==> config.mk <==
export PLATFORM = sky130hd
export DESIGN_NAME = mips64_instruction_decode
export DESIGN_NICKNAME = d
export VERILOG_FILES = /design/src/rtl/core/mid_pkg.sv /design/src/rtl/core/mid_decode.sv /design/src/rtl/core/mips64_instruction_decode.sv
export SDC_FILE = /design/constraint.sdc
export NUM_CORES = 1
export LEC_CHECK = 0
export BUFFER_PORTS_ARGS = -buffer_cell sky130_fd_sc_hd__buf_2
export CORE_MARGIN = 3
export CORE_UTILIZATION = 53
export CTS_CLUSTER_DIAMETER = 40
export DETAILED_ROUTE_END_ITERATION = 12
export GPL_TIMING_DRIVEN = 0
export PLACE_DENSITY = 0.77
export SLEW_MARGIN = 20
export SYNTH_ARGS = -nofsm -noshare
export SYNTH_HDL_FRONTEND = slang
export SYNTH_HIERARCHICAL = 1
export SYNTH_SLANG_ARGS = --single-unit
==> constraint.sdc <==
create_clock -name clk -period 3.2 [get_ports clk]
set_input_delay 0.8 -clock clk [delete_from_list [all_inputs] [get_ports clk]]
set_output_delay 0.8 -clock clk [all_outputs]
set_load 0.02 [all_outputs]
==> src/rtl/core/mid_pkg.sv <==
// mips iii instruction decoder package: identifier enum, result struct
// and the opcode, special, regimm and fp function lookup functions
// no dependencies
`default_nettype none

package mid_pkg;

  localparam int unsigned WordWidth = 32;
  localparam int unsigned IdWidth   = 8;
  localparam int unsigned CondWidth = 4;

  // identifiers, the base set in mnemonic order before the cop0 and fp groups, none is the invalid code
  typedef enum logic [IdWidth-1:0] {
    ID_NONE, ID_ADD, ID_ADDI, ID_ADDIU, ID_ADDU, ID_AND, ID_ANDI, ID_BEQ, ID_BEQL,
    ID_BGEZ, ID_BGEZAL, ID_BGEZALL, ID_BGEZL, ID_BGTZ, ID_BGTZL, ID_BLEZ, ID_BLEZL,
    ID_BLTZ, ID_BLTZAL, ID_BLTZALL, ID_BLTZL, ID_BNE, ID_BNEL, ID_BREAK, ID_DADD,
    ID_DADDI, ID_DADDIU, ID_DADDU, ID_DDIV, ID_DDIVU, ID_DIV, ID_DIVU, ID_DMULT,
    ID_DMULTU, ID_DSLL, ID_DSLL32, ID_DSLLV, ID_DSRA, ID_DSRA32, ID_DSRAV, ID_DSRL,
    ID_DSRL32, ID_DSRLV, ID_DSUB, ID_DSUBU, ID_ERET, ID_J, ID_JAL, ID_JALR, ID_JR,
    ID_LB, ID_LBU, ID_LD, ID_LDL, ID_LDR, ID_LH, ID_LHU, ID_LL, ID_LLD, ID_LUI, ID_LW,
    ID_LWL, ID_LWR, ID_LWU, ID_MFHI, ID_MFLO, ID_MTHI, ID_MTLO, ID_MULT, ID_MULTU,
    ID_NOR, ID_OR, ID_ORI, ID_SB, ID_SC, ID_SCD, ID_SD, ID_SDL, ID_SDR, ID_SH, ID_SLL,
    ID_SLLV, ID_SLT, ID_SLTI, ID_SLTIU, ID_SLTU, ID_SRA, ID_SRAV, ID_SRL, ID_SRLV,
    ID_SUB, ID_SUBU, ID_SW, ID_SWL, ID_SWR, ID_SYNC, ID_SYSCALL, ID_TEQ, ID_TEQI,
    ID_TGE, ID_TGEI, ID_TGEIU, ID_TGEU, ID_TLT, ID_TLTI, ID_TLTIU, ID_TLTU, ID_TNE,
    ID_TNEI, ID_XOR, ID_XORI, ID_BC0F, ID_BC0FL, ID_BC0T, ID_BC0TL, ID_DMFC0,
    ID_DMTC0, ID_MFC0, ID_MTC0, ID_CACHE, ID_TLBP, ID_TLBR, ID_TLBWI, ID_TLBWR,
    ID_ABS_F, ID_ADD_F, ID_BC1F, ID_BC1FL, ID_BC1T, ID_BC1TL, ID_CEIL_L, ID_CEIL_W,
    ID_CFC1, ID_CTC1, ID_CVT_D, ID_CVT_L, ID_CVT_S, ID_CVT_W, ID_DIV_F, ID_DMFC1,
    ID_DMTC1, ID_C_COND, ID_FLOOR_L, ID_FLOOR_W, ID_LDC1, ID_LWC1, ID_MFC1,
    ID_MOV_F, ID_MTC1, ID_MUL_F, ID_NEG_F, ID_ROUND_L, ID_ROUND_W, ID_SDC1,
    ID_SQRT_F, ID_SUB_F, ID_SWC1, ID_TRUNC_L, ID_TRUNC_W
  } instr_id_t;

  localparam instr_id_t IdLast = ID_TRUNC_W;

  // primary opcodes that leave the main table
  localparam logic [5:0] OP_SPECIAL = 6'd0;
  localparam logic [5:0] OP_REGIMM  = 6'd1;
  localparam logic [5:0] OP_COP0    = 6'd16;
  localparam logic [5:0] OP_COP1    = 6'd17;

  // cop1 fmt codes
  localparam logic [4:0] FMT_MF  = 5'd0;
  localparam logic [4:0] FMT_DMF = 5'd1;
  localparam logic [4:0] FMT_CF  = 5'd2;
  localparam logic [4:0] FMT_MT  = 5'd4;
  localparam logic [4:0] FMT_DMT = 5'd5;
  localparam logic [4:0] FMT_CT  = 5'd6;
  localparam logic [4:0] FMT_BC  = 5'd8;
  localparam logic [4:0] FMT_S   = 5'd16;
  localparam logic [4:0] FMT_D   = 5'd17;
  localparam logic [4:0] FMT_W   = 5'd20;
  localparam logic [4:0] FMT_L   = 5'd21;

  // cop0 rs codes and co functions
  localparam logic [4:0] RS_MF  = 5'd0;
  localparam logic [4:0] RS_DMF = 5'd1;
  localparam logic [4:0] RS_MT  = 5'd4;
  localparam logic [4:0] RS_DMT = 5'd5;
  localparam logic [4:0] RS_BC  = 5'd8;
  localparam logic [5:0] CO_TLBR  = 6'd1;
  localparam logic [5:0] CO_TLBWI = 6'd2;
  localparam logic [5:0] CO_TLBWR = 6'd6;
  localparam logic [5:0] CO_TLBP  = 6'd8;
  localparam logic [5:0] CO_ERET  = 6'd24;

  typedef struct packed {
    instr_id_t             id;
    logic [CondWidth-1:0]  cond;
  } mid_result_t;

  function automatic instr_id_t main_lookup(input logic [5:0] op);
    instr_id_t r;
    unique case (op)
      6'd2:  r = ID_J;      6'd3:  r = ID_JAL;    6'd4:  r = ID_BEQ;    6'd5:  r = ID_BNE;
      6'd6:  r = ID_BLEZ;   6'd7:  r = ID_BGTZ;   6'd8:  r = ID_ADDI;   6'd9:  r = ID_ADDIU;
      6'd10: r = ID_SLTI;   6'd11: r = ID_SLTIU;  6'd12: r = ID_ANDI;   6'd13: r = ID_ORI;
      6'd14: r = ID_XORI;   6'd15: r = ID_LUI;    6'd20: r = ID_BEQL;   6'd21: r = ID_BNEL;
      6'd22: r = ID_BLEZL;  6'd23: r = ID_BGTZL;  6'd24: r = ID_DADDI;  6'd25: r = ID_DADDIU;
      6'd26: r = ID_LDL;    6'd27: r = ID_LDR;    6'd32: r = ID_LB;     6'd33: r = ID_LH;
      6'd34: r = ID_LWL;    6'd35: r = ID_LW;     6'd36: r = ID_LBU;    6'd37: r = ID_LHU;
      6'd38: r = ID_LWR;    6'd39: r = ID_LWU;    6'd40: r = ID_SB;     6'd41: r = ID_SH;
      6'd42: r = ID_SWL;    6'd43: r = ID_SW;     6'd44: r = ID_SDL;    6'd45: r = ID_SDR;
      6'd46: r = ID_SWR;    6'd47: r = ID_CACHE;  6'd48: r = ID_LL;     6'd49: r = ID_LWC1;
      6'd52: r = ID_LLD;    6'd53: r = ID_LDC1;   6'd55: r = ID_LD;     6'd56: r = ID_SC;
      6'd57: r = ID_SWC1;   6'd60: r = ID_SCD;    6'd61: r = ID_SDC1;   6'd63: r = ID_SD;
      default: r = ID_NONE;
    endcase
    return r;
  endfunction

  function automatic instr_id_t special_lookup(input logic [5:0] fn);
    instr_id_t r;
    unique case (fn)
      6'd0:  r = ID_SLL;     6'd2:  r = ID_SRL;     6'd3:  r = ID_SRA;     6'd4:  r = ID_SLLV;
      6'd6:  r = ID_SRLV;    6'd7:  r = ID_SRAV;    6'd8:  r = ID_JR;      6'd9:  r = ID_JALR;
      6'd12: r = ID_SYSCALL; 6'd13: r = ID_BREAK;   6'd15: r = ID_SYNC;    6'd16: r = ID_MFHI;
      6'd17: r = ID_MTHI;    6'd18: r = ID_MFLO;    6'd19: r = ID_MTLO;    6'd20: r = ID_DSLLV;
      6'd22: r = ID_DSRLV;   6'd23: r = ID_DSRAV;   6'd24: r = ID_MULT;    6'd25: r = ID_MULTU;
      6'd26: r = ID_DIV;     6'd27: r = ID_DIVU;    6'd28: r = ID_DMULT;   6'd29: r = ID_DMULTU;
      6'd30: r = ID_DDIV;    6'd31: r = ID_DDIVU;   6'd32: r = ID_ADD;     6'd33: r = ID_ADDU;
      6'd34: r = ID_SUB;     6'd35: r = ID_SUBU;    6'd36: r = ID_AND;     6'd37: r = ID_OR;
      6'd38: r = ID_XOR;     6'd39: r = ID_NOR;     6'd42: r = ID_SLT;     6'd43: r = ID_SLTU;
      6'd44: r = ID_DADD;    6'd45: r = ID_DADDU;   6'd46: r = ID_DSUB;    6'd47: r = ID_DSUBU;
      6'd48: r = ID_TGE;     6'd49: r = ID_TGEU;    6'd50: r = ID_TLT;     6'd51: r = ID_TLTU;
      6'd52: r = ID_TEQ;     6'd54: r = ID_TNE;     6'd56: r = ID_DSLL;    6'd58: r = ID_DSRL;
      6'd59: r = ID_DSRA;    6'd60: r = ID_DSLL32;  6'd62: r = ID_DSRL32;  6'd63: r = ID_DSRA32;
      default: r = ID_NONE;
    endcase
    return r;
  endfunction

  function automatic instr_id_t regimm_lookup(input logic [4:0] rt);
    instr_id_t r;
    unique case (rt)
      5'd0:  r = ID_BLTZ;    5'd1:  r = ID_BGEZ;    5'd2:  r = ID_BLTZL;   5'd3:  r = ID_BGEZL;
      5'd8:  r = ID_TGEI;    5'd9:  r = ID_TGEIU;   5'd10: r = ID_TLTI;    5'd11: r = ID_TLTIU;
      5'd12: r = ID_TEQI;    5'd14: r = ID_TNEI;    5'd16: r = ID_BLTZAL;  5'd17: r = ID_BGEZAL;
      5'd18: r = ID_BLTZALL; 5'd19: r = ID_BGEZALL;
      default: r = ID_NONE;
    endcase
    return r;
  endfunction

  function automatic instr_id_t fpfn_lookup(input logic [5:0] fn);
    instr_id_t r;
    unique case (fn) inside
      6'd0:  r = ID_ADD_F;   6'd1:  r = ID_SUB_F;   6'd2:  r = ID_MUL_F;   6'd3:  r = ID_DIV_F;
      6'd4:  r = ID_SQRT_F;  6'd5:  r = ID_ABS_F;   6'd6:  r = ID_MOV_F;   6'd7:  r = ID_NEG_F;
      6'd8:  r = ID_ROUND_L; 6'd9:  r = ID_TRUNC_L; 6'd10: r = ID_CEIL_L;  6'd11: r = ID_FLOOR_L;
      6'd12: r = ID_ROUND_W; 6'd13: r = ID_TRUNC_W; 6'd14: r = ID_CEIL_W;  6'd15: r = ID_FLOOR_W;
      6'd32: r = ID_CVT_S;   6'd33: r = ID_CVT_D;   6'd36: r = ID_CVT_W;   6'd37: r = ID_CVT_L;
      [6'd48:6'd63]: r = ID_C_COND;
      default: r = ID_NONE;
    endcase
    return r;
  endfunction

endpackage

`default_nettype wire

==> src/rtl/core/mid_decode.sv <==
// combinational decode of one instruction word, by opcode and then by the function, rs or rt field
// depends on mid_pkg
`default_nettype none

module mid_decode (
  input  wire logic [mid_pkg::WordWidth-1:0] word,
  output mid_pkg::mid_result_t               result
);

  logic [5:0] op;
  logic [4:0] rs;
  logic [4:0] rt;
  logic [5:0] fn;
  mid_pkg::instr_id_t cop0_id;
  mid_pkg::instr_id_t cop1_id;
  mid_pkg::instr_id_t fp_id;
  mid_pkg::instr_id_t id;

  assign op = word[31:26];
  assign rs = word[25:21];
  assign rt = word[20:16];
  assign fn = word[5:0];

  always_comb begin
    if (rs[4]) begin
      unique case (fn)
        mid_pkg::CO_TLBR:  cop0_id = mid_pkg::ID_TLBR;
        mid_pkg::CO_TLBWI: cop0_id = mid_pkg::ID_TLBWI;
        mid_pkg::CO_TLBWR: cop0_id = mid_pkg::ID_TLBWR;
        mid_pkg::CO_TLBP:  cop0_id = mid_pkg::ID_TLBP;
        mid_pkg::CO_ERET:  cop0_id = mid_pkg::ID_ERET;
        default:           cop0_id = mid_pkg::ID_NONE;
      endcase
    end else begin
      unique case (rs)
        mid_pkg::RS_MF:  cop0_id = mid_pkg::ID_MFC0;
        mid_pkg::RS_DMF: cop0_id = mid_pkg::ID_DMFC0;
        mid_pkg::RS_MT:  cop0_id = mid_pkg::ID_MTC0;
        mid_pkg::RS_DMT: cop0_id = mid_pkg::ID_DMTC0;
        mid_pkg::RS_BC: begin
          unique case (rt[1:0])
            2'd0:    cop0_id = mid_pkg::ID_BC0F;
            2'd1:    cop0_id = mid_pkg::ID_BC0T;
            2'd2:    cop0_id = mid_pkg::ID_BC0FL;
            default: cop0_id = mid_pkg::ID_BC0TL;
          endcase
        end
        default: cop0_id = mid_pkg::ID_NONE;
      endcase
    end
  end

  // fixed-point formats only convert, and no conversion to its own format
  always_comb begin
    fp_id = mid_pkg::fpfn_lookup(fn);
    if ((rs == mid_pkg::FMT_W || rs == mid_pkg::FMT_L) &&
        fp_id != mid_pkg::ID_CVT_S && fp_id != mid_pkg::ID_CVT_D) begin
      fp_id = mid_pkg::ID_NONE;
    end else if (fp_id == mid_pkg::ID_CVT_S && rs == mid_pkg::FMT_S) begin
      fp_id = mid_pkg::ID_NONE;
    end else if (fp_id == mid_pkg::ID_CVT_D && rs == mid_pkg::FMT_D) begin
      fp_id = mid_pkg::ID_NONE;
    end
  end

  always_comb begin
    unique case (rs)
      mid_pkg::FMT_MF:  cop1_id = mid_pkg::ID_MFC1;
      mid_pkg::FMT_DMF: cop1_id = mid_pkg::ID_DMFC1;
      mid_pkg::FMT_CF:  cop1_id = mid_pkg::ID_CFC1;
      mid_pkg::FMT_MT:  cop1_id = mid_pkg::ID_MTC1;
      mid_pkg::FMT_DMT: cop1_id = mid_pkg::ID_DMTC1;
      mid_pkg::FMT_CT:  cop1_id = mid_pkg::ID_CTC1;
      mid_pkg::FMT_BC: begin
        unique case (rt[1:0])
          2'd0:    cop1_id = mid_pkg::ID_BC1F;
          2'd1:    cop1_id = mid_pkg::ID_BC1T;
          2'd2:    cop1_id = mid_pkg::ID_BC1FL;
          default: cop1_id = mid_pkg::ID_BC1TL;
        endcase
      end
      mid_pkg::FMT_S, mid_pkg::FMT_D, mid_pkg::FMT_W, mid_pkg::FMT_L: cop1_id = fp_id;
      default: cop1_id = mid_pkg::ID_NONE;
    endcase
  end

  always_comb begin
    unique case (op)
      mid_pkg::OP_SPECIAL: id = mid_pkg::special_lookup(fn);
      mid_pkg::OP_REGIMM:  id = mid_pkg::regimm_lookup(rt);
      mid_pkg::OP_COP0:    id = cop0_id;
      mid_pkg::OP_COP1:    id = cop1_id;
      default:             id = mid_pkg::main_lookup(op);
    endcase
  end

  assign result.id   = id;
  assign result.cond = (id == mid_pkg::ID_C_COND) ? word[3:0] : '0;

endmodule

`default_nettype wire

==> src/rtl/core/mips64_instruction_decode.sv <==
// MIPS III instruction decoder: one 32-bit word in, one identifier out. Every
// word is registered on transfer, decoded by a single combinational pass and
// registered again, and a new word is accepted every cycle while the result
// side keeps up. The result register lets one more word enter while a finished
// result waits.
// depends on mid_pkg and mid_decode
`default_nettype none

module mips64_instruction_decode (
  input  wire logic        clk,
  input  wire logic        rst,
  input  wire logic        s_axis_tvalid,
  output logic             s_axis_tready,
  input  wire logic [31:0] s_axis_tdata,   // instruction_word[31:0]
  output logic             m_axis_tvalid,
  input  wire logic        m_axis_tready,
  output logic [15:0]      m_axis_tdata,   // instr_id[7:0], fp_compare_cond[11:8], zero[15:12]
  output logic             m_axis_tuser    // is_valid
);

  logic                              in_valid;
  logic [mid_pkg::WordWidth-1:0]     in_word;
  logic                              out_ready;
  logic                              in_ready;
  mid_pkg::mid_result_t              dec_result;
  mid_pkg::mid_result_t              out_result;

  assign out_ready     = !m_axis_tvalid || m_axis_tready;
  assign in_ready      = !in_valid || out_ready;
  assign s_axis_tready = in_ready;

  always_ff @(posedge clk) begin
    if (rst) begin
      in_valid <= 1'b0;
    end else if (in_ready) begin
      in_valid <= s_axis_tvalid;
    end
  end

  always_ff @(posedge clk) begin
    if (in_ready && s_axis_tvalid) begin
      in_word <= s_axis_tdata;
    end
  end

  mid_decode u_decode (
    .word   (in_word),
    .result (dec_result)
  );

  always_ff @(posedge clk) begin
    if (rst) begin
      m_axis_tvalid <= 1'b0;
    end else if (out_ready) begin
      m_axis_tvalid <= in_valid;
    end
  end

  always_ff @(posedge clk) begin
    if (out_ready && in_valid) begin
      out_result <= dec_result;
    end
  end

  assign m_axis_tdata = {4'b0000, out_result.cond, out_result.id};
  assign m_axis_tuser = (out_result.id != mid_pkg::ID_NONE);

endmodule

`default_nettype wire

==> results.py, run 1 <==
metrics = {
    "setup_path": {
        "critical_path_required_ns": 3.34,
        "arrival_ns": 3.63,
        "reg2reg_depth": 13,
        "slowest_delay_ns": 0.46,
        "crit_path_frequent_cell": "buf_4",
        "cp_slowest_cell": "edfxtp_1",
        "path_delay_family": "compound AO/OA/AOI/OAI gates",
        "r2r_start": "in_word[0]",
        "startpoint_type": "register",
        "r2r_end": "m_axis_tdata[8]",
        "regToRegSetupSlack_ns": -0.29,
        "worstPathBufferInverterCount": 3,
        "critPathCaptureType": "register",
        "path_cells": "buf_4 > ha_4 > buf_2 > and4b_1 > a31oi_1 > o211a_1 > o2111ai_1 > a21oi_2 > o41ai_4 > a2111oi_2 > nand4b_1 > buf_4 > nor3_2",
        "crit_type": "reg -> reg",
        "crit_fanout": 10,
    },
    "global_route": {
        "grt_pass1_wl_mm": 18.6,
        "grt_usage_pct": 26.9,
        "grt_overflow_total": 0,
        "antenna_found_initial": 0,
        "grt_max_degree": 23,
        "grt_pass1_vias": 3761,
    },
    "run_status": {
        "status": "finished with violations",
        "violations": "negative setup slack",
    },
    "min_path": {
        "hold_path_depth": 2,
        "hold_start": "in_valid",
        "hold_path.class": "reg -> reg",
        "min_to": "m_axis_tvalid",
    },
    "sta": {
        "relSlewSlack_pct": 58.5,
        "period_minus_slack_ns": 3.49,
        "hold_viol_final": 0,
        "setup_ws_ns": -0.291,
        "fmax_mhz": 286,
        "tns_ns": -1.14,
        "grt_setup_unrepaired": "yes",
        "fin_skew_ns": 0.00549,
        "setup_viol": 4,
        "worst_pin_slew_ns": 0.617,
        "timing.final.crit_share_pct": 109,
        "slew_viol_final": 0,
    },
    "drt": {
        "wl_per_cell_um": 18.1,
        "final_antenna_net_count": 0,
        "drt_pass1_iterations": 5,
        "drtIter0Drc": 492,
        "routed_wl_mm": 11.7,
        "drc_errors": 0,
        "via_per_inst": 6.60,
        "via_count": 4270,
    },
    "clocking": {
        "path_clk_slew_ns": 0.07,
        "clock-sinks": 36,
        "cts_inserted_buffers": 5,
        "insertion_delay_ns": 0.29,
        "clock-root-buffer": "clkbuf_8",
        "postCtsHoldBufs": 0,
        "cts_tree": "yes",
        "htree_levels": 2,
        "cts_buffer_depth": 2,
    },
    "place": {
        "placed_area_sq_mm": 0.00427,
        "dp_cells": 621,
        "dp_hpwl_mm": 8.12,
        "place_congestion": 0.965,
        "io_buffers": 40,
    },
    "floorplan": {
        "io_pins": 55,
        "core_area_sq_mm": 0.00698,
        "die_w_um": 92.2,
        "core.rowCount": 30,
        "fp.dieH_um": 92.2,
        "dieArea_sq_mm": 0.00850,
        "start_util_pct": 56.4,
    },
    "run": {
        "maxCapViolCount": 0,
    },
    "synthesis": {
        "synthCells": 482,
        "netlist_area_sq_mm": 0.00394,
        "yosys_warnings": 6,
        "syn_area_per_cell_sq_um": 8.17,
    },
    "layout": {
        "synthToLayoutAreaGrowth_pct": 19.5,
        "stdcell_area_sq_mm": 0.00470,
        "drive_gt1_share_pct": 23.0,
        "layout_commonest_cell": "buf_2",
        "antennaDiodeCount": 0,
        "nets": 609,
        "final_cell_mix": "43 x buf_2, 37 x a21oi_1, 35 x nand2_1, 34 x edfxtp_1, 32 x nor2_1",
        "finalNonFillerCells": 647,
    },
    "pwr": {
        "p_leak_uw": 0.00181,
        "ir_drop_mv": 0.179,
        "power_density_mw_per_mm2": 312,
        "power_uw": 1470,
    },
}
==> worst reg2reg max path, stage by stage (launching register included) <==
cell and delay (ns):
edfxtp_1 0.46, buf_4 0.18, ha_4 0.19, buf_2 0.19, and4b_1 0.20, a31oi_1 0.27
o211a_1 0.23, o2111ai_1 0.25, a21oi_2 0.35, o41ai_4 0.13, a2111oi_2 0.36, nand4b_1 0.19
buf_4 0.20, nor3_2 0.14
==> flip-flops by register name (all words and copies together), names as in the netlist <==
| register | flops |
|---|---|
| in_valid | 1 |
| m_axis_tdata | 12 |
| in_word | 22 |
| m_axis_tvalid | 1 |
==> worst max path at each step <==
stage	startpoint	to	slack, ns	cells after the start
final	in_word[0]	m_axis_tdata[8]	-0.29	13
after global routing	in_word[1]	m_axis_tdata[8]	-0.46	13
after CTS	in_word[0]	m_axis_tdata[11]	-0.19	11
after detailed placement	in_word[1]	m_axis_tdata[9]	-0.68	12
after global placement	in_word[1]	m_axis_tdata[9]	-0.61	12
after floorplan	in_word[0]	m_axis_tdata[11]	-0.04	11
==> what timing repair did <==
action	CTS	global route
setup endpoints to repair	9	8
setup buffers	9	9
gates cloned	0	0
resized for setup	21	29
pin swaps	11	6
==> layout make-up <==
cell class / count / area [sq um]
multi-input cells: 388 / 2790
clock buffers: 6 / 72.6
inverters: 21 / 87.6
well taps: 96 / 120
fillers: 592 / 2280
plain buffers: 40 / 206
flip-flops and latches: 36 / 1060
clock inverters: 2 / 35.0
repair buffers: 58 / 335
==> report_power, final <==
| part | total, uW | switching [uW] | internal, uW | leakage [uW] |
|---|---|---|---|---|
| registers | 574 | 24.9 | 549 | 0.000342 |
| logic | 493 | 298 | 195 | 0.00141 |
| clock network | 399 | 167 | 231 | 0.0000552 |
| total | 1470 | 491 | 975 | 0.00181 |
==> metal layers <==
| layer | global-route usage, % | vias to the layer above | share of wire [%] |
|---|---|---|---|
| met5 | 0 | - | 0 |
| met4 | 8.54 | 0 | 3.5 |
| met3 | 4.35 | 47 | 9.4 |
| met2 | 41.4 | 290 | 45 |
| met1 | 38.4 | 1983 | 43 |
| li1 | - | 1950 | - |
==> through the flow <==
| stage | setup slack [ns] | utilization [%] | hold WS [ns] |
|---|---|---|---|
| floorplan | -0.0362 | - | 0.461 |
| global placement | -0.606 | 61.2 | 0.471 |
| detailed placement | -0.685 | 61.2 | 0.501 |
| CTS | -0.195 | 65.2 | 0.512 |
| global route | -0.459 | 67.4 | 0.537 |
| finish | -0.291 | 67.4 | 0.509 |
Power figures use the tool's default switching activity.
==> inputs of run 2 (changes only) <==
--- a/config.mk
+++ b/config.mk
@@ -7,11 +7,11 @@
 export LEC_CHECK = 0
 export BUFFER_PORTS_ARGS = -buffer_cell sky130_fd_sc_hd__buf_2
 export CORE_MARGIN = 3
-export CORE_UTILIZATION = 53
+export CORE_UTILIZATION = 54
 export CTS_CLUSTER_DIAMETER = 40
 export DETAILED_ROUTE_END_ITERATION = 12
 export GPL_TIMING_DRIVEN = 0
-export PLACE_DENSITY = 0.77
+export PLACE_DENSITY = 0.75
 export SLEW_MARGIN = 20
 export SYNTH_ARGS = -nofsm -noshare
 export SYNTH_HDL_FRONTEND = slang
==> constraint.sdc (replaced) <==
create_clock -name clk -period 3.9 [get_ports clk]
set_input_delay 0.975 -clock clk [delete_from_list [all_inputs] [get_ports clk]]
set_output_delay 0.975 -clock clk [all_outputs]
set_load 0.02 [all_outputs]
==> results.py, run 2 (synthesis results as in run 1) <==
metrics = {
    "setup_path": {
        "worstPathBufferInverterCount": 2,
        "startpoint_type": "register",
        "cp_slowest_cell": "edfxtp_1",
        "slowest_delay_ns": 0.47,
        "crit_type": "reg -> reg",
        "path_cells": "inv_2 > ha_2 > clkbuf_1 > o21ai_0 > o211a_1 > o2111a_1 > o41ai_2 > o41ai_2 > a2111oi_2 > nand4b_1 > nor4_2",
        "path_delay_family": "compound AO/OA/AOI/OAI gates",
        "crit_fanout": 10,
        "reg2reg_depth": 11,
        "arrival_ns": 3.80,
        "critPathCaptureType": "register",
        "regToRegSetupSlack_ns": 0.21,
        "r2r_start": "in_word[0]",
        "crit_path_frequent_cell": "o41ai_2",
        "critical_path_required_ns": 4.01,
        "r2r_end": "m_axis_tdata[9]",
    },
    "layout": {
        "n_fill_cell": 609,
        "largest_reg_flops": 22,
        "regArea_sq_mm": 0.00106,
        "finalNonFillerCells": 632,
        "synthToLayoutAreaGrowth_pct": 12.8,
        "largest-register": "in_word",
        "layout_commonest_cell": "buf_2",
        "multiInputGateArea_sq_mm": 0.00266,
        "nets": 594,
        "final_cell_mix": "42 x buf_2, 40 x a21oi_1, 35 x nand2_1, 34 x edfxtp_1",
        "antennaDiodeCount": 0,
        "drive_gt1_share_pct": 17.4,
    },
    "place": {
        "dp_cells": 621,
        "place_ws_ns": -0.312,
        "dp_hpwl_mm": 8.25,
        "place_congestion": 0.960,
        "io_buffers": 40,
    },
    "clocking": {
        "clock-root-buffer": "clkbuf_8",
        "cts_inserted_buffers": 5,
        "cts_tree": "yes",
        "htree_levels": 2,
        "path_clk_slew_ns": 0.08,
        "clock-sinks": 36,
        "cts_buffer_depth": 2,
        "insertion_delay_ns": 0.29,
    },
    "global_route": {
        "grt_overflow_total": 0,
        "antenna_found_initial": 0,
        "grt_max_degree": 23,
        "grt_pass1_vias": 3655,
        "grt_pass1_wl_mm": 17.9,
        "grt_usage_pct": 26.3,
    },
    "sta": {
        "setup_ws_ns": 0.209,
        "hold_viol_final": 0,
        "relSlewSlack_pct": 57.8,
        "slew_viol_final": 0,
        "whs_ns": 0.516,
        "fin_skew_ns": 0.0132,
        "timing.final.crit_share_pct": 94.6,
        "fmax_mhz": 271,
        "setup_viol": 0,
        "worst_pin_slew_ns": 0.628,
        "grt_setup_unrepaired": "no",
        "tns_ns": 0,
        "period_minus_slack_ns": 3.69,
    },
    "run_status": {
        "status": "finished, final reports clean",
    },
    "min_path": {
        "min_to": "m_axis_tvalid",
        "hold_path.class": "reg -> reg",
        "hold_path_depth": 2,
        "hold_start": "in_valid",
    },
    "pwr": {
        "p_leak_uw": 0.00169,
        "power_frac_seq_pct": 40.7,
        "power_uw": 1160,
        "switching_power_uw": 381,
        "ir_drop_mv": 0.174,
        "p_int_uw": 778,
        "power_density_mw_per_mm2": 261,
        "power_frac_clock_pct": 28.1,
        "combinationalPowerShare_pct": 31.3,
        "p_sw_share_pct": 32.9,
    },
    "floorplan": {
        "dieArea_sq_mm": 0.00835,
        "core_area_sq_mm": 0.00694,
        "fp.dieH_um": 91.4,
        "die_w_um": 91.4,
        "core.rowCount": 30,
        "start_util_pct": 56.7,
        "io_pins": 55,
    },
    "drt": {
        "final_antenna_net_count": 0,
        "routed_wl_mm": 11.0,
        "drc_errors": 0,
        "via_count": 4082,
        "via_per_inst": 6.46,
        "wl_met2_mm": 4.98,
        "drt_pass1_iterations": 5,
        "wl_met1_mm": 4.71,
        "routed-wl-met3_mm": 1.02,
        "wl_per_cell_um": 17.3,
        "drtIter0Drc": 393,
        "highest_layer": "met4",
    },
    "run": {
        "maxCapViolCount": 0,
    },
}
run 2: worst max path at each step:
| stage | depth (start not counted) | endpoint | start |
|---|---|---|---|
| after detailed placement | 12 | m_axis_tdata[9] | in_word[1] |
| after global placement | 12 | m_axis_tdata[9] | in_word[1] |
| after floorplan | 12 | m_axis_tdata[11] | in_word[1] |
| after global routing | 11 | m_axis_tdata[9] | in_word[0] |
| final | 11 | m_axis_tdata[9] | in_word[0] |
| after CTS | 11 | m_axis_tdata[9] | in_word[0] |
run 2: per-layer routing:
layer / up-vias / track usage [%]
li1: 1928 / -
met1: 1877 / 37.3
met2: 254 / 40.9
met3: 23 / 4.23
met4: 0 / 8.04
met5: - / 0
run 2: power by group through the flow:
| stage | clock network, uW | registers (uW) | logic (uW) |
|---|---|---|---|
| 2_1_floorplan | 0 | 486 | 246 |
| 3_3_place_gp | 0 | 480 | 335 |
| 3_5_place_dp | 0 | 482 | 341 |
| 4_1_cts | 336 | 472 | 347 |
| 5_1_grt | 353 | 475 | 396 |
| 6_report | 325 | 471 | 363 |
run 2: cell type report:
type                       count  share of cell area, %
clock inverter                 2                  0.789
buffer                        40                   4.17
clock buffer                   6                   1.63
sequential                    36                   23.9
timing repair buffer          43                   5.02
multi-input combinational    388                   60.0
inverter                      21                   1.83
tap                           96                   2.70
run 2: what timing repair did:
action | 4_1_cts | 5_1_grt
resized for setup | 5 | 13
buffers inserted | 2 | 1
pin swaps | 0 | 1
hold buffers | 0 | 0
setup endpoints to repair | 4 | 4
run 2: per-stage QoR:
step / cell area, sq um / utilization, %
after floorplan: 3950 / -
after global placement: 4270 / 61.5
after detailed placement: 4270 / 61.5
after CTS: 4400 / 63.4
after global routing: 4440 / 63.9
final: 4440 / 63.9
run 2: worst min-delay path, delay by kind of cell, from the launching register on:
| family | cells | cell delay [ns] |
|---|---|---|
| buf+inv | 1 | 0.06 |
| compound gates | 1 | 0.06 |
| flops | 1 | 0.35 |
==> inputs of run 3 (changes only) <==
--- a/config.mk
+++ b/config.mk
@@ -11,7 +11,7 @@
 export CTS_CLUSTER_DIAMETER = 40
 export DETAILED_ROUTE_END_ITERATION = 12
 export GPL_TIMING_DRIVEN = 0
-export PLACE_DENSITY = 0.75
+export PLACE_DENSITY = 0.8
 export SLEW_MARGIN = 20
 export SYNTH_ARGS = -nofsm -noshare
 export SYNTH_HDL_FRONTEND = slang
==> results.py, run 3 (synthesis results as in run 1) <==
metrics = {
    "run_status": {
        "status": "finished, final reports clean",
    },
    "layout": {
        "nets": 593,
        "fin_util_pct": 63.5,
        "drive_gt1_share_pct": 17.2,
        "synthToLayoutAreaGrowth_pct": 12.0,
        "n_fill_cell": 616,
        "layout_commonest_cell": "buf_2",
        "multiInputGateArea_sq_mm": 0.00266,
        "antennaDiodeCount": 0,
        "largest-register": "in_word",
        "regArea_sq_mm": 0.00106,
        "largest_reg_flops": 22,
        "stdcell_area_sq_mm": 0.00441,
        "final_cell_mix": "42 x buf_2, 40 x a21oi_1, 35 x nand2_1, 34 x edfxtp_1",
        "finalNonFillerCells": 631,
    },
    "pwr": {
        "power_uw": 1100,
        "power_density_mw_per_mm2": 249,
        "p_leak_uw": 0.00168,
        "ir_drop_mv": 0.152,
    },
    "global_route": {
        "grt_usage_pct": 26.3,
        "grt_pass1_wl_mm": 18.0,
        "grt_max_degree": 23,
        "grt_pass1_vias": 3685,
        "grt_overflow_total": 0,
        "antenna_found_initial": 0,
    },
    "setup_path": {
        "critical_path_required_ns": 4.01,
        "r2r_start": "in_word[0]",
        "crit_fanout": 6,
        "crit_type": "reg -> reg",
        "reg2reg_depth": 11,
        "arrival_ns": 3.77,
        "startpoint_type": "register",
        "critPathCaptureType": "register",
        "startpoint": "in_word[0]",
    },
    "place": {
        "dp_hpwl_mm": 8.30,
        "dp_cells": 621,
        "placed_area_sq_mm": 0.00427,
        "io_buffers": 40,
        "place_congestion": 0.948,
    },
    "floorplan": {
        "start_util_pct": 56.7,
        "core_area_sq_mm": 0.00694,
        "fp.dieH_um": 91.4,
        "dieArea_sq_mm": 0.00835,
        "core.rowCount": 30,
        "io_pins": 55,
        "die_w_um": 91.4,
    },
    "clocking": {
        "cts_buffer_depth": 2,
        "htree_levels": 2,
        "cts_inserted_buffers": 5,
        "clock-root-buffer": "clkbuf_8",
        "clock-sinks": 36,
        "path_clk_slew_ns": 0.08,
        "cts_tree": "yes",
        "insertion_delay_ns": 0.30,
    },
    "drt": {
        "final_antenna_net_count": 0,
        "routed_wl_mm": 11.0,
        "via_per_inst": 6.42,
        "drt_pass1_iterations": 6,
        "drtIter0Drc": 401,
        "drc_errors": 0,
        "wl_per_cell_um": 17.4,
        "via_count": 4052,
    },
    "sta": {
        "fin_skew_ns": 0.00773,
        "slew_viol_final": 0,
        "grt_setup_unrepaired": "no",
        "whs_ns": 0.490,
        "timing.final.crit_share_pct": 93.9,
        "hold_viol_final": 0,
        "fmax_mhz": 273,
        "setup_viol": 0,
        "period_minus_slack_ns": 3.66,
        "relSlewSlack_pct": 53.6,
        "worst_pin_slew_ns": 0.690,
    },
    "min_path": {
        "hold_start": "in_valid",
        "hold_path.class": "reg -> reg",
        "hold_path_depth": 2,
    },
    "run": {
        "maxCapViolCount": 0,
    },
}
## run 3: cell types whose count changed in the layout (fill, tap and decap cells not counted)
cell,previous run,this run
buf_4,8,7
bufinv_16,1,0
clkbuf_1,26,25
clkinv_2,1,2
clkinv_4,0,1
nor4_1,6,7
nor4_2,2,1
## run 3: repair_timing
action / CTS / global route
gates resized for setup: 4 / 13
hold buffers: 0 / 0
pin swaps: 0 / 1
hold endpoints to repair: 0 / 0
setup buffers: 0 / 2
endpoints found under the setup margin: 4 / 4
## run 3: layer usage
metal  vias to the layer above  track usage, %  share of wire, %
met4                         0            8.79               1.8
met1                      1896            38.1                44
met2                       220            40.3                45
li1                       1917               -                 -
met5                         -               0                 0
met3                        19            3.23               9.4
## run 3: worst max-delay path, stage by stage, from the launching register on
cell	delay, ns
edfxtp_1	0.47
inv_2	0.17
ha_2	0.26
or4b_1	0.45
a21oi_1	0.16
or4_4	0.18
or4b_1	0.46
o41ai_2	0.26
o41ai_2	0.14
a2111oi_2	0.39
nand4b_1	0.25
nor4_1	0.29
## run 3: final timing paths
check                     endpoint  slack (ns)
setup / recovery  m_axis_tdata[11]        0.24
setup reg to reg  m_axis_tdata[11]        0.24
hold / removal       m_axis_tvalid        0.49
hold reg to reg      m_axis_tvalid        0.49
## run 3: area by class of cell
cell class / count / share of cell area (%)
multi-input cells: 388 / 60.3
flip-flops and latches: 36 / 24.1
repair buffers: 42 / 4.88
plain buffers: 40 / 4.20
well taps: 96 / 2.73
inverters: 21 / 1.85
clock buffers: 5 / 1.56
clock inverters: 3 / 0.426
## run 3: through the flow
step | setup slack [ns] | setup TNS [ns]
after floorplan | 0.529 | 0
after global routing | 0.0229 | 0
final | 0.236 | 0
after CTS | 0.0133 | 0
after global placement | -0.0957 | -0.221
after detailed placement | -0.230 | -0.670
## run 3: report_power, final
group          switching [uW]  leakage [uW]  internal (uW)
Sequential               21.4      0.000342            450
Combinational             223       0.00129            138
Clock                     143     0.0000479            124
Total                     387       0.00168            712
